`config.mk`:
```
export PLATFORM = sky130hd
export DESIGN_NAME = rlp_item_decoder
export DESIGN_NICKNAME = d
export VERILOG_FILES = /design/src/rtl/rlp_pkg.sv /design/src/rtl/rlp_item_decoder.sv
export SDC_FILE = /design/constraint.sdc
export NUM_CORES = 2
export LEC_CHECK = 0
export BUFFER_PORTS_ARGS = -buffer_cell sky130_fd_sc_hd__clkbuf_2
export CAP_MARGIN = 5
export CORE_ASPECT_RATIO = 1.1
export CORE_MARGIN = 1
export CORE_UTILIZATION = 50
export CTS_CLUSTER_DIAMETER = 200
export DETAILED_ROUTE_END_ITERATION = 10
export PLACE_DENSITY = 0.8
export SYNTH_ARGS = -nofsm -noshare
export SYNTH_HDL_FRONTEND = slang
export SYNTH_SLANG_ARGS = --single-unit
```
`constraint.sdc`:
```
create_clock -name clk -period 7.7 [get_ports clk]
set_clock_uncertainty 0.15 [all_clocks]
set_input_delay 1.54 -clock clk [delete_from_list [all_inputs] [get_ports clk]]
set_output_delay 1.54 -clock clk [all_outputs]
set_load 0.03 [all_outputs]
```
`src/rtl/rlp_pkg.sv`:
```
// Shared types and constants for the rlp item decoder.
// No dependencies; imported by rlp_item_decoder.
`default_nettype none

package rlp_pkg;

    // result kinds
    localparam logic [1:0] KIND_HEADER  = 2'd0;
    localparam logic [1:0] KIND_PAYLOAD = 2'd1;
    localparam logic [1:0] KIND_VALUE   = 2'd2;
    localparam logic [1:0] KIND_ERROR   = 2'd3;

    // error codes
    localparam logic [2:0] ERR_NONE     = 3'd0;
    localparam logic [2:0] ERR_SINGLE   = 3'd1;
    localparam logic [2:0] ERR_SIZE     = 3'd2;
    localparam logic [2:0] ERR_LEAD     = 3'd3;
    localparam logic [2:0] ERR_LIST     = 3'd4;
    localparam logic [2:0] ERR_OVERFLOW = 3'd5;

    // decode modes
    localparam logic [1:0] MODE_HEADER = 2'd0;
    localparam logic [1:0] MODE_STRING = 2'd1;
    localparam logic [1:0] MODE_VALUE  = 2'd2;

    // register indexes
    localparam logic REG_MODE = 1'b0;

    // phases
    localparam logic [2:0] PH_IDLE    = 3'd0;
    localparam logic [2:0] PH_CHECK1  = 3'd1;
    localparam logic [2:0] PH_LENGTH  = 3'd2;
    localparam logic [2:0] PH_PAYLOAD = 3'd3;
    localparam logic [2:0] PH_VALUE   = 3'd4;

    // prefix boundaries
    localparam logic [7:0] PFX_STRING      = 8'h80;
    localparam logic [7:0] PFX_ONE_BYTE    = 8'h81;
    localparam logic [7:0] PFX_LONG_STRING = 8'hB8;
    localparam logic [7:0] PFX_LIST        = 8'hC0;
    localparam logic [7:0] PFX_LONG_LIST   = 8'hF8;
    localparam logic [7:0] BASE_LONG_STR   = 8'hB7;
    localparam logic [7:0] BASE_LONG_LIST  = 8'hF7;
    localparam logic [63:0] MIN_LONG_LEN   = 64'd56;
    localparam logic [63:0] MAX_VALUE_LEN  = 64'd8;

    localparam int QUEUE_DEPTH = 4;

    typedef struct packed {
        logic [1:0]  kind;
        logic        is_list;
        logic [63:0] item_length;
        logic [63:0] data;
        logic [2:0]  error_code;
        logic        last;
    } res_t;

    typedef struct packed {
        logic [2:0]  phase;
        logic [3:0]  len_left;
        logic [63:0] len_acc;
        logic [63:0] pay_left;
        logic [63:0] val_acc;
        logic        list_flag;
    } st_t;

    function automatic res_t mk_res(logic [1:0] kind, logic lst, logic [63:0] len,
                                    logic [63:0] dat, logic [2:0] err, logic lst_mark);
        res_t r;
        r.kind        = kind;
        r.is_list     = lst;
        r.item_length = len;
        r.data        = dat;
        r.error_code  = err;
        r.last        = lst_mark;
        return r;
    endfunction

endpackage

`default_nettype wire

```
`src/rtl/rlp_item_decoder.sv`:
```
// RLP item decoder top level: prefix classification, length gathering,
// canonical checks and a small result queue. Depends on rlp_pkg.
`default_nettype none

//  channel   | handshake                  | payload
//  ----------+----------------------------+-------------------------------------
//  input     | in_valid / in_ready        | stream_byte
//  result    | out_valid / out_ready      | kind is_list item_length data
//            |                            | error_code last
//  config    | psel penable pwrite pready | paddr pwdata prdata (mode at 0x0)
//
//  one stream byte is decoded in the cycle it is accepted; its zero, one or two
//  result words go into a four-word result queue, so a byte can be taken every
//  cycle while the queue holds at most two words.
//  a byte that yields a header and a payload word takes two queue slots.
//  in_ready drops while three or more words wait, stalls on out_ready included.
//  reset clears the decoder state, the queue and mode; no clearing pass.

module rlp_item_decoder (
    input  wire logic        clk,
    input  wire logic        rst_n,
    input  wire logic        psel,
    input  wire logic        penable,
    input  wire logic        pwrite,
    input  wire logic [2:0]  paddr,
    input  wire logic [31:0] pwdata,
    output logic      [31:0] prdata,
    output logic             pready,
    input  wire logic        in_valid,
    output logic             in_ready,
    input  wire logic [7:0]  stream_byte,
    output logic             out_valid,
    input  wire logic        out_ready,
    output logic      [1:0]  kind,
    output logic             is_list,
    output logic      [63:0] item_length,
    output logic      [63:0] data,
    output logic      [2:0]  error_code,
    output logic             last
);
    import rlp_pkg::*;

    localparam int PTR_W = $clog2(QUEUE_DEPTH);
    localparam int CNT_W = $clog2(QUEUE_DEPTH + 1);

    logic [1:0]  mode_reg;
    st_t         st_reg, st_next;
    res_t        queue_reg [QUEUE_DEPTH];
    logic [PTR_W-1:0] wr_ptr_reg, rd_ptr_reg;
    logic [CNT_W-1:0] count_reg;

    logic        in_acc, out_acc, cfg_wr;
    logic        val_mode, strict_list;
    res_t        r0, r1;
    logic [1:0]  n_res, n_push;
    logic        hdr_go, hdr_list, take_single;
    logic [63:0] hdr_len;
    logic [63:0] acc_shift, val_shift, left_dec;
    logic [3:0]  len_left_dec;
    logic [7:0]  b;

    assign b       = stream_byte;
    assign pready  = 1'b1;
    assign cfg_wr  = psel && penable && pwrite && pready;
    assign prdata  = (paddr[2] == REG_MODE) ? {30'd0, mode_reg} : 32'd0;

    assign in_ready  = (count_reg <= CNT_W'(QUEUE_DEPTH - 2));
    assign in_acc    = in_valid && in_ready;
    assign out_valid = (count_reg != '0);
    assign out_acc   = out_valid && out_ready;

    // mode 3 acts as mode 0
    assign val_mode    = (mode_reg == MODE_VALUE);
    assign strict_list = (mode_reg == MODE_STRING) || (mode_reg == MODE_VALUE);

    assign acc_shift    = {st_reg.len_acc[55:0], b};
    assign val_shift    = {st_reg.val_acc[55:0], b};
    assign left_dec     = st_reg.pay_left - 64'd1;
    assign len_left_dec = (st_reg.len_left != 4'd0) ? st_reg.len_left - 4'd1 : 4'd0;

    always_comb
    begin
        st_next     = st_reg;
        r0          = '0;
        r1          = '0;
        n_res       = 2'd0;
        hdr_go      = 1'b0;
        hdr_list    = 1'b0;
        hdr_len     = '0;
        take_single = 1'b0;

        unique case (st_reg.phase)
            PH_IDLE:
            begin
                if (b < PFX_STRING)
                begin
                    take_single = 1'b1;
                end
                else if (b < PFX_LONG_STRING)
                begin
                    if (b == PFX_ONE_BYTE)
                    begin
                        st_next       = '0;
                        st_next.phase = PH_CHECK1;
                    end
                    else
                    begin
                        hdr_go  = 1'b1;
                        hdr_len = {56'd0, b - PFX_STRING};
                    end
                end
                else if (b < PFX_LIST)
                begin
                    st_next           = '0;
                    st_next.phase     = PH_LENGTH;
                    st_next.len_left  = 4'(b - BASE_LONG_STR);
                end
                else if (b < PFX_LONG_LIST)
                begin
                    hdr_go   = 1'b1;
                    hdr_list = 1'b1;
                    hdr_len  = {56'd0, b - PFX_LIST};
                end
                else
                begin
                    st_next           = '0;
                    st_next.phase     = PH_LENGTH;
                    st_next.len_left  = 4'(b - BASE_LONG_LIST);
                    st_next.list_flag = 1'b1;
                end
            end
            PH_CHECK1:
            begin
                if (b < PFX_STRING)
                begin
                    st_next = '0;
                    r0      = mk_res(KIND_ERROR, 1'b0, '0, '0, ERR_SINGLE, 1'b1);
                    n_res   = 2'd1;
                end
                else
                begin
                    take_single = 1'b1;
                end
            end
            PH_LENGTH:
            begin
                if (st_reg.len_acc == '0 && b == 8'd0)
                begin
                    st_next = '0;
                    r0      = mk_res(KIND_ERROR, 1'b0, '0, '0, ERR_LEAD, 1'b1);
                    n_res   = 2'd1;
                end
                else if (len_left_dec == 4'd0)
                begin
                    if (acc_shift < MIN_LONG_LEN)
                    begin
                        st_next = '0;
                        r0      = mk_res(KIND_ERROR, 1'b0, '0, '0, ERR_SIZE, 1'b1);
                        n_res   = 2'd1;
                    end
                    else
                    begin
                        hdr_go   = 1'b1;
                        hdr_len  = acc_shift;
                        hdr_list = st_reg.list_flag;
                    end
                end
                else
                begin
                    st_next.len_acc  = acc_shift;
                    st_next.len_left = len_left_dec;
                end
            end
            PH_PAYLOAD:
            begin
                r0    = mk_res(KIND_PAYLOAD, 1'b0, '0, {56'd0, b}, ERR_NONE,
                               left_dec == '0);
                n_res = 2'd1;
                if (left_dec == '0)
                begin
                    st_next = '0;
                end
                else
                begin
                    st_next.pay_left = left_dec;
                end
            end
            PH_VALUE:
            begin
                if (st_reg.val_acc == '0 && b == 8'd0)
                begin
                    st_next = '0;
                    r0      = mk_res(KIND_ERROR, 1'b0, '0, '0, ERR_LEAD, 1'b1);
                    n_res   = 2'd1;
                end
                else if (left_dec == '0)
                begin
                    st_next = '0;
                    r0      = mk_res(KIND_VALUE, 1'b0, st_reg.len_acc, val_shift,
                                     ERR_NONE, 1'b1);
                    n_res   = 2'd1;
                end
                else
                begin
                    st_next.val_acc  = val_shift;
                    st_next.pay_left = left_dec;
                end
            end
            default:
            begin
                st_next = '0;
            end
        endcase

        // complete header: act on it by mode
        if (hdr_go)
        begin
            st_next = '0;
            n_res   = 2'd1;
            if (hdr_list)
            begin
                if (strict_list)
                    r0 = mk_res(KIND_ERROR, 1'b0, '0, '0, ERR_LIST, 1'b1);
                else
                    r0 = mk_res(KIND_HEADER, 1'b1, hdr_len, '0, ERR_NONE, 1'b1);
            end
            else if (val_mode)
            begin
                if (hdr_len > MAX_VALUE_LEN)
                begin
                    r0 = mk_res(KIND_ERROR, 1'b0, '0, '0, ERR_OVERFLOW, 1'b1);
                end
                else if (hdr_len == '0)
                begin
                    r0 = mk_res(KIND_VALUE, 1'b0, '0, '0, ERR_NONE, 1'b1);
                end
                else
                begin
                    n_res            = 2'd0;
                    st_next.phase    = PH_VALUE;
                    st_next.pay_left = hdr_len;
                    st_next.len_acc  = hdr_len;
                end
            end
            else
            begin
                r0 = mk_res(KIND_HEADER, 1'b0, hdr_len, '0, ERR_NONE, hdr_len == '0);
                if (hdr_len != '0)
                begin
                    st_next.phase    = PH_PAYLOAD;
                    st_next.pay_left = hdr_len;
                end
            end
        end

        // lone byte as a one-byte item
        if (take_single)
        begin
            st_next = '0;
            n_res   = 2'd1;
            if (val_mode)
            begin
                if (b == 8'd0)
                    r0 = mk_res(KIND_ERROR, 1'b0, '0, '0, ERR_LEAD, 1'b1);
                else
                    r0 = mk_res(KIND_VALUE, 1'b0, 64'd1, {56'd0, b}, ERR_NONE, 1'b1);
            end
            else
            begin
                r0    = mk_res(KIND_HEADER, 1'b0, 64'd1, '0, ERR_NONE, 1'b0);
                r1    = mk_res(KIND_PAYLOAD, 1'b0, '0, {56'd0, b}, ERR_NONE, 1'b1);
                n_res = 2'd2;
            end
        end
    end

    assign n_push = in_acc ? n_res : 2'd0;

    always_ff @(posedge clk or negedge rst_n)
    begin
        if (!rst_n)
        begin
            mode_reg   <= MODE_HEADER;
            st_reg     <= '0;
            wr_ptr_reg <= '0;
            rd_ptr_reg <= '0;
            count_reg  <= '0;
        end
        else
        begin
            if (cfg_wr && paddr[2] == REG_MODE)
                mode_reg <= pwdata[1:0];
            if (in_acc)
                st_reg <= st_next;
            wr_ptr_reg <= wr_ptr_reg + PTR_W'(n_push);
            if (out_acc)
                rd_ptr_reg <= rd_ptr_reg + PTR_W'(1);
            count_reg <= count_reg + CNT_W'(n_push) - CNT_W'(out_acc);
        end
    end

    // result words, no reset needed
    always_ff @(posedge clk)
    begin
        if (n_push != 2'd0)
            queue_reg[wr_ptr_reg] <= r0;
        if (n_push == 2'd2)
            queue_reg[wr_ptr_reg + PTR_W'(1)] <= r1;
    end

    assign kind        = queue_reg[rd_ptr_reg].kind;
    assign is_list     = queue_reg[rd_ptr_reg].is_list;
    assign item_length = queue_reg[rd_ptr_reg].item_length;
    assign data        = queue_reg[rd_ptr_reg].data;
    assign error_code  = queue_reg[rd_ptr_reg].error_code;
    assign last        = queue_reg[rd_ptr_reg].last;

    a_queue_bound: assert property (@(posedge clk) disable iff (!rst_n)
        count_reg <= CNT_W'(QUEUE_DEPTH))
        else $error("result queue overflow");

    a_length_left: assert property (@(posedge clk) disable iff (!rst_n)
        (st_reg.phase == PH_LENGTH) |-> (st_reg.len_left != 4'd0 && st_reg.len_left <= 4'd8))
        else $error("length byte count out of range");

    a_payload_left: assert property (@(posedge clk) disable iff (!rst_n)
        (st_reg.phase == PH_PAYLOAD || st_reg.phase == PH_VALUE) |-> st_reg.pay_left != '0)
        else $error("payload phase with nothing left");

    a_error_word: assert property (@(posedge clk) disable iff (!rst_n)
        (out_valid && kind == KIND_ERROR) |-> (last && error_code != ERR_NONE))
        else $error("error word without code or last mark");

endmodule

`default_nettype wire

```
; After elaboration in Yosys (flattened, before gate mapping)
; Memories as Yosys holds them, arrays and structs flattened.
; Index checks and enable logic that the tools add are counted.
[classes]
eq_ne = 17
n_mux = 97
addsub = 11
magnitude_cmp = 7
reduce_logical = 23
n_bitwise = 1
[op_table]
columns = op, count
row1 = two-way mux 200 bit, 11
row2 = two-way mux 135 bit, 14
row3 = one-hot mux 200 bit (5 select lines), 1
row4 = two-way mux 64 bit, 9
row5 = one-hot mux 135 bit (4 select lines), 1
row6 = two-way mux 128 bit, 4
row7 = two-way mux 134 bit, 3
row8 = logical NOT 64 bit, 4
row9 = two-way mux 129 bit, 1
row10 = one-hot mux 64 bit (2 select lines), 1
row11 = two-way mux 71 bit, 1
row12 = two-way mux 68 bit, 1
row13 = two-way mux 65 bit, 1
row14 = > comparator 64 x 4 -> 1 bit (second input constant), 1
row15 = < comparator 64 x 6 -> 1 bit (second input constant), 1
row16 = nonzero test 64 bit, 1
row17 = subtractor 64 x 1 -> 64 bit (second input constant), 1
row18 = < comparator 8 bit (second input constant), 4
row19 = two-way mux 1 bit, 30
row20 = two-way mux 8 bit, 3
row21 = != test 5 bit (second input constant), 4
row22 = subtractor 8 bit (second input constant), 2
row23 = two-way mux 3 bit, 5
row24 = two-way mux 2 bit, 6
row25 = 31 further kinds, 46
[word_totals]
mem_count = 1
out_inout_bits = 170
wordCells = 167
reg_bits = 209
input_bits = 50
ramBits = 540
[mem_list]
columns = name, depth, word_bits, rd, rd_ports_with_merged_regs, write_ports, line
row1 = queue_reg, 4, 135, 1, 0, 2, rlp_item_decoder.sv:48  ; res_t queue_reg [QUEUE_DEPTH];

; Depth between registers and ports, before layout
[depth]
word_depth = 17
depth_mapped = 21
ltp_nobuf = 18

; Worst setup path after synthesis
; No wires, ideal clock.
[synth_path]
path_kind = input -> register
start = input stream_byte[7]
end = register count_reg[2]
setup_time_ps = 123
t_arrival_ps = 5150
path_slack_ps = 2278
n_path_buf = 2
t_required_ps = 7427
stages = 20
cell_sequence = clkbuf_1 inv_1 ha_1 inv_1 o21ai_0 a211oi_1 o311ai_0 nor4b_1 nand3_1 o21a_1 a2111oi_4 buf_2 or3_1 ha_1 inv_1 ha_1 inv_1 fa_1 xor2_1 xnor2_1
[synth_via]
elab_chain_cells = 16
[synth_rtl]
columns = element, line
row1 = from (decl), rlp_item_decoder.sv:31  ; input wire logic [7:0] stream_byte,
row2 = branches (longest 12 deep; another with < comparator 64 x 6 -> 1 bit), -
row3 = two-way mux 2 bit *, rlp_item_decoder.sv:257  ; if (take_single)
row4 = two-way mux 2 bit *, rlp_item_decoder.sv:277  ; assign n_push = in_acc ? n_res : 2'd0;
row5 = adder 3 x 2 -> 3 bit *, rlp_item_decoder.sv:298  ; count_reg <= count_reg + CNT_W'(n_push) - CNT_W'(out_acc);
row6 = subtractor 3 x 1 -> 3 bit *, rlp_item_decoder.sv:298
row7 = to (signal assigned), rlp_item_decoder.sv:298
row8 = to (decl), rlp_item_decoder.sv:50  ; logic [CNT_W-1:0] count_reg;
; Mark *: on every way between the ends.
; A chain may end at the register's enable or synchronous reset.

==> results.toml <==
[die]
die_w_um = 254
core_area_um2 = 69000
rows = 101
die_y_um = 279
dieArea_um2 = 70900
pin_count = 220
initial_core_util_pct = 50.6

[cts]
cts_buffer_depth = 3
cts_sinks = 749
cts-resized-gates = 0
cts_buffers = 74
cts_tree = "built"
post_cts_buffers = 0
cts_max_level = 3
cts_root_buf = "clkbuf_16"
hold_buffers = 0
clk_pin_slew_ns = 0.07
clkLatencyLatePin_ns = 0.64

[worst_hold_path]
hp-class = "register to register"
holdPathStages = 2

[synthesis]
ys_ff_latch = 749
synth-edff-count = 40
async_reset_ff_share_pct = 27.9
synth.avg_cell_area_um2 = 10.0
synth-seq-area-share_pct = 47.1
synth_cells = 3488
syn-cell-area_um2 = 34900
synth_warnings = 0
yosysUniqueCellTypes = 85
yosys_most_used_dff = "dfxtp_1"

[run_status]
outcome = "completed"

[drt]
ant_nets = 0
drc = 0
via_per_inst = 7.01
vias = 30800
wirelength_mm = 109
initialDrtViolationCount = 3816
dr.pass1.iters = 7
wl_per_cell_um = 24.8

[power]
cellInternalPower_uw = 8550
ir_worst_vdd_mv = 0.482
seq_power_share_pct = 29.2
finalPower_uw = 15900
p_sw_uw = 7310
p_clk_share_pct = 23.1
p_sw_share_pct = 46.1
combPwrFrac_pct = 47.7
powerDensity_nw_per_um2 = 413
leakagePower_uw = 0.0140

[timing]
rsz0062_at_grt = "no"
hold_ws_ns = 0.300
fmax_mhz = 156
tightest_slew_ns = 1.22
period_share_pct = 83.3
drv_slew = 0
setup_viol_count_final = 0
tns_ns = 0
fin_crit_ns = 6.42
hold_viol = 0
slew_headroom_pct = 18.5

[layout]
layout_commonest_cell = "o21ai_0"
instances_no_fill = 4398
largest_reg_flops = 540
drive_gt1_share_pct = 14.5
n_antenna_cell = 0
area_growth_pct = 9.86
final_core_utilization_pct = 55.6
layout.nets = 3476
final_cell_mix = "o21ai_0, dfxtp_1, o211ai_1"

[global_routing]
grt_pass1_wl_mm = 169
grt_max_degree = 229
grt_antenna_before_repair = 1
grtUsageTotal_pct = 30.1
grt_pass1_vias = 29400
overflow = 0

[critical_path]
cp_slowest_cell = "nor4_1"
arrival_ns = 6.82
cpPeakStageDelay_ns = 0.89
path_cells = "or4_4 > nor4b_4 > nand3_1 > nor4_1 > nor4_1 > and4_1 > and4b_1 > a2111oi_4 > buf_4 > buf_4 > buf_4 > o211ai_1 > o21ai_0"
crit_top_cell = "buf_4"
crit_path_max_fanout = 77
critPathRequiredTime_ns = 8.10
end_kind = "register"
reg2reg_depth = 13
worstSetupStartpointType = "register"
timing_worst_setup_path_type = "register to register"

[place]
hpwl_mm = 64.9
gp_congestion = 1.03
port_buffers = 156
placed_cells = 4261

[job]
maxCapViolations = 0
[layer usage]
metal | share of wire [%] | vias up | global-route usage, %
li1 | - | 13300 | -
met1 | 38 | 15300 | 38.0
met2 | 49 | 1803 | 49.5
met3 | 8.4 | 368 | 4.47
met4 | 5.1 | 2 | 16.5
met5 | 0.011 | - | 0
[stage by stage]
| stage | area, um2 | setup WS [ns] |
|---|---|---|
| after global placement | 35900 | 1.14 |
| after global routing | 38400 | 1.09 |
| after detailed placement | 35900 | 1.10 |
| after floorplan | 35000 | 2.28 |
| after CTS | 38400 | 1.45 |
| final | 38400 | 1.28 |
[logic make-up (layout without fill, tap and decap cells)]
family,count (synthesis),in the layout,synth area share (%)
muxes,139,139,8.83
adders and majority gates,16,16,0.595
buffers and inverters,417,371,5.20
and+or+nand+nor,615,615,9.14
DFF,749,749,47.1
xor gates and xnor gates,40,40,1.00
AOI/OAI and AO/OA,1510,1510,28.1
other,2,31,0.0215
[worst max-delay path, delay by kind of cell, from the launching register on]
kind	cells	cell delay (ns)
and+or+nand+nor	7	3.34
AOI/OAI and AO/OA	3	0.72
buffers and inverters	3	1.59
DFF	1	0.46
[final cells by class]
| class | count | area, um2 |
|---|---|---|
| flip-flops and latches | 749 | 16400 |
| well taps | 927 | 1160 |
| multi-input cells | 2351 | 16900 |
| repair buffers | 208 | 1290 |
| clock inverters | 30 | 325 |
| clock buffers | 107 | 2130 |
| fillers | 5874 | 30600 |
| inverters | 26 | 97.6 |
[synthesized netlist by cell type, types with 40 or more instances]
master	instances	area share [%]
a21oi_1	75	1.1
a22o_1	129	3.2
a22oi_1	77	1.7
buf_2	66	0.95
buf_4	43	0.92
clkbuf_1	246	2.6
dfrtp_1	209	15
dfxtp_1	500	29
edfxtp_1	40	3.4
mux4_2	135	8.7
nand2_1	185	2.0
nor2_1	95	1.0
nor3_1	57	0.82
nor4_1	73	1.3
o211ai_1	494	11
o21ai_0	521	7.5
o21ai_1	105	1.5
[path summary, 6_finish.rpt]
kind,start,to,slack [ns]
max,st_reg[72]$_DFFE_PN0P_,queue_reg[1][112]$_SDFFE_PP0N_,1.28
min,queue_reg[0][3]$_SDFFE_PP0N_,queue_reg[0][3]$_SDFFE_PP0N_,0.30
max reg2reg,st_reg[72]$_DFFE_PN0P_,queue_reg[1][112]$_SDFFE_PP0N_,1.28
min reg2reg,queue_reg[0][3]$_SDFFE_PP0N_,queue_reg[0][3]$_SDFFE_PP0N_,0.30
max in group asynchronous,rst_n,st_reg[16]$_DFFE_PN0P_,5.43
min in group asynchronous,rst_n,acc_shift[34]$_DFFE_PN0P_,0.84
[power groups by stage]
stage	clock (uW)	combinational, uW	sequential [uW]
finish	3670	7570	4630
floorplan	0	5590	4410
global route	3840	8040	4660
detailed placement	0	7320	4690
CTS	3690	7350	4610
global placement	0	7310	4680
Note: power is estimated with default switching activity, not from simulation.
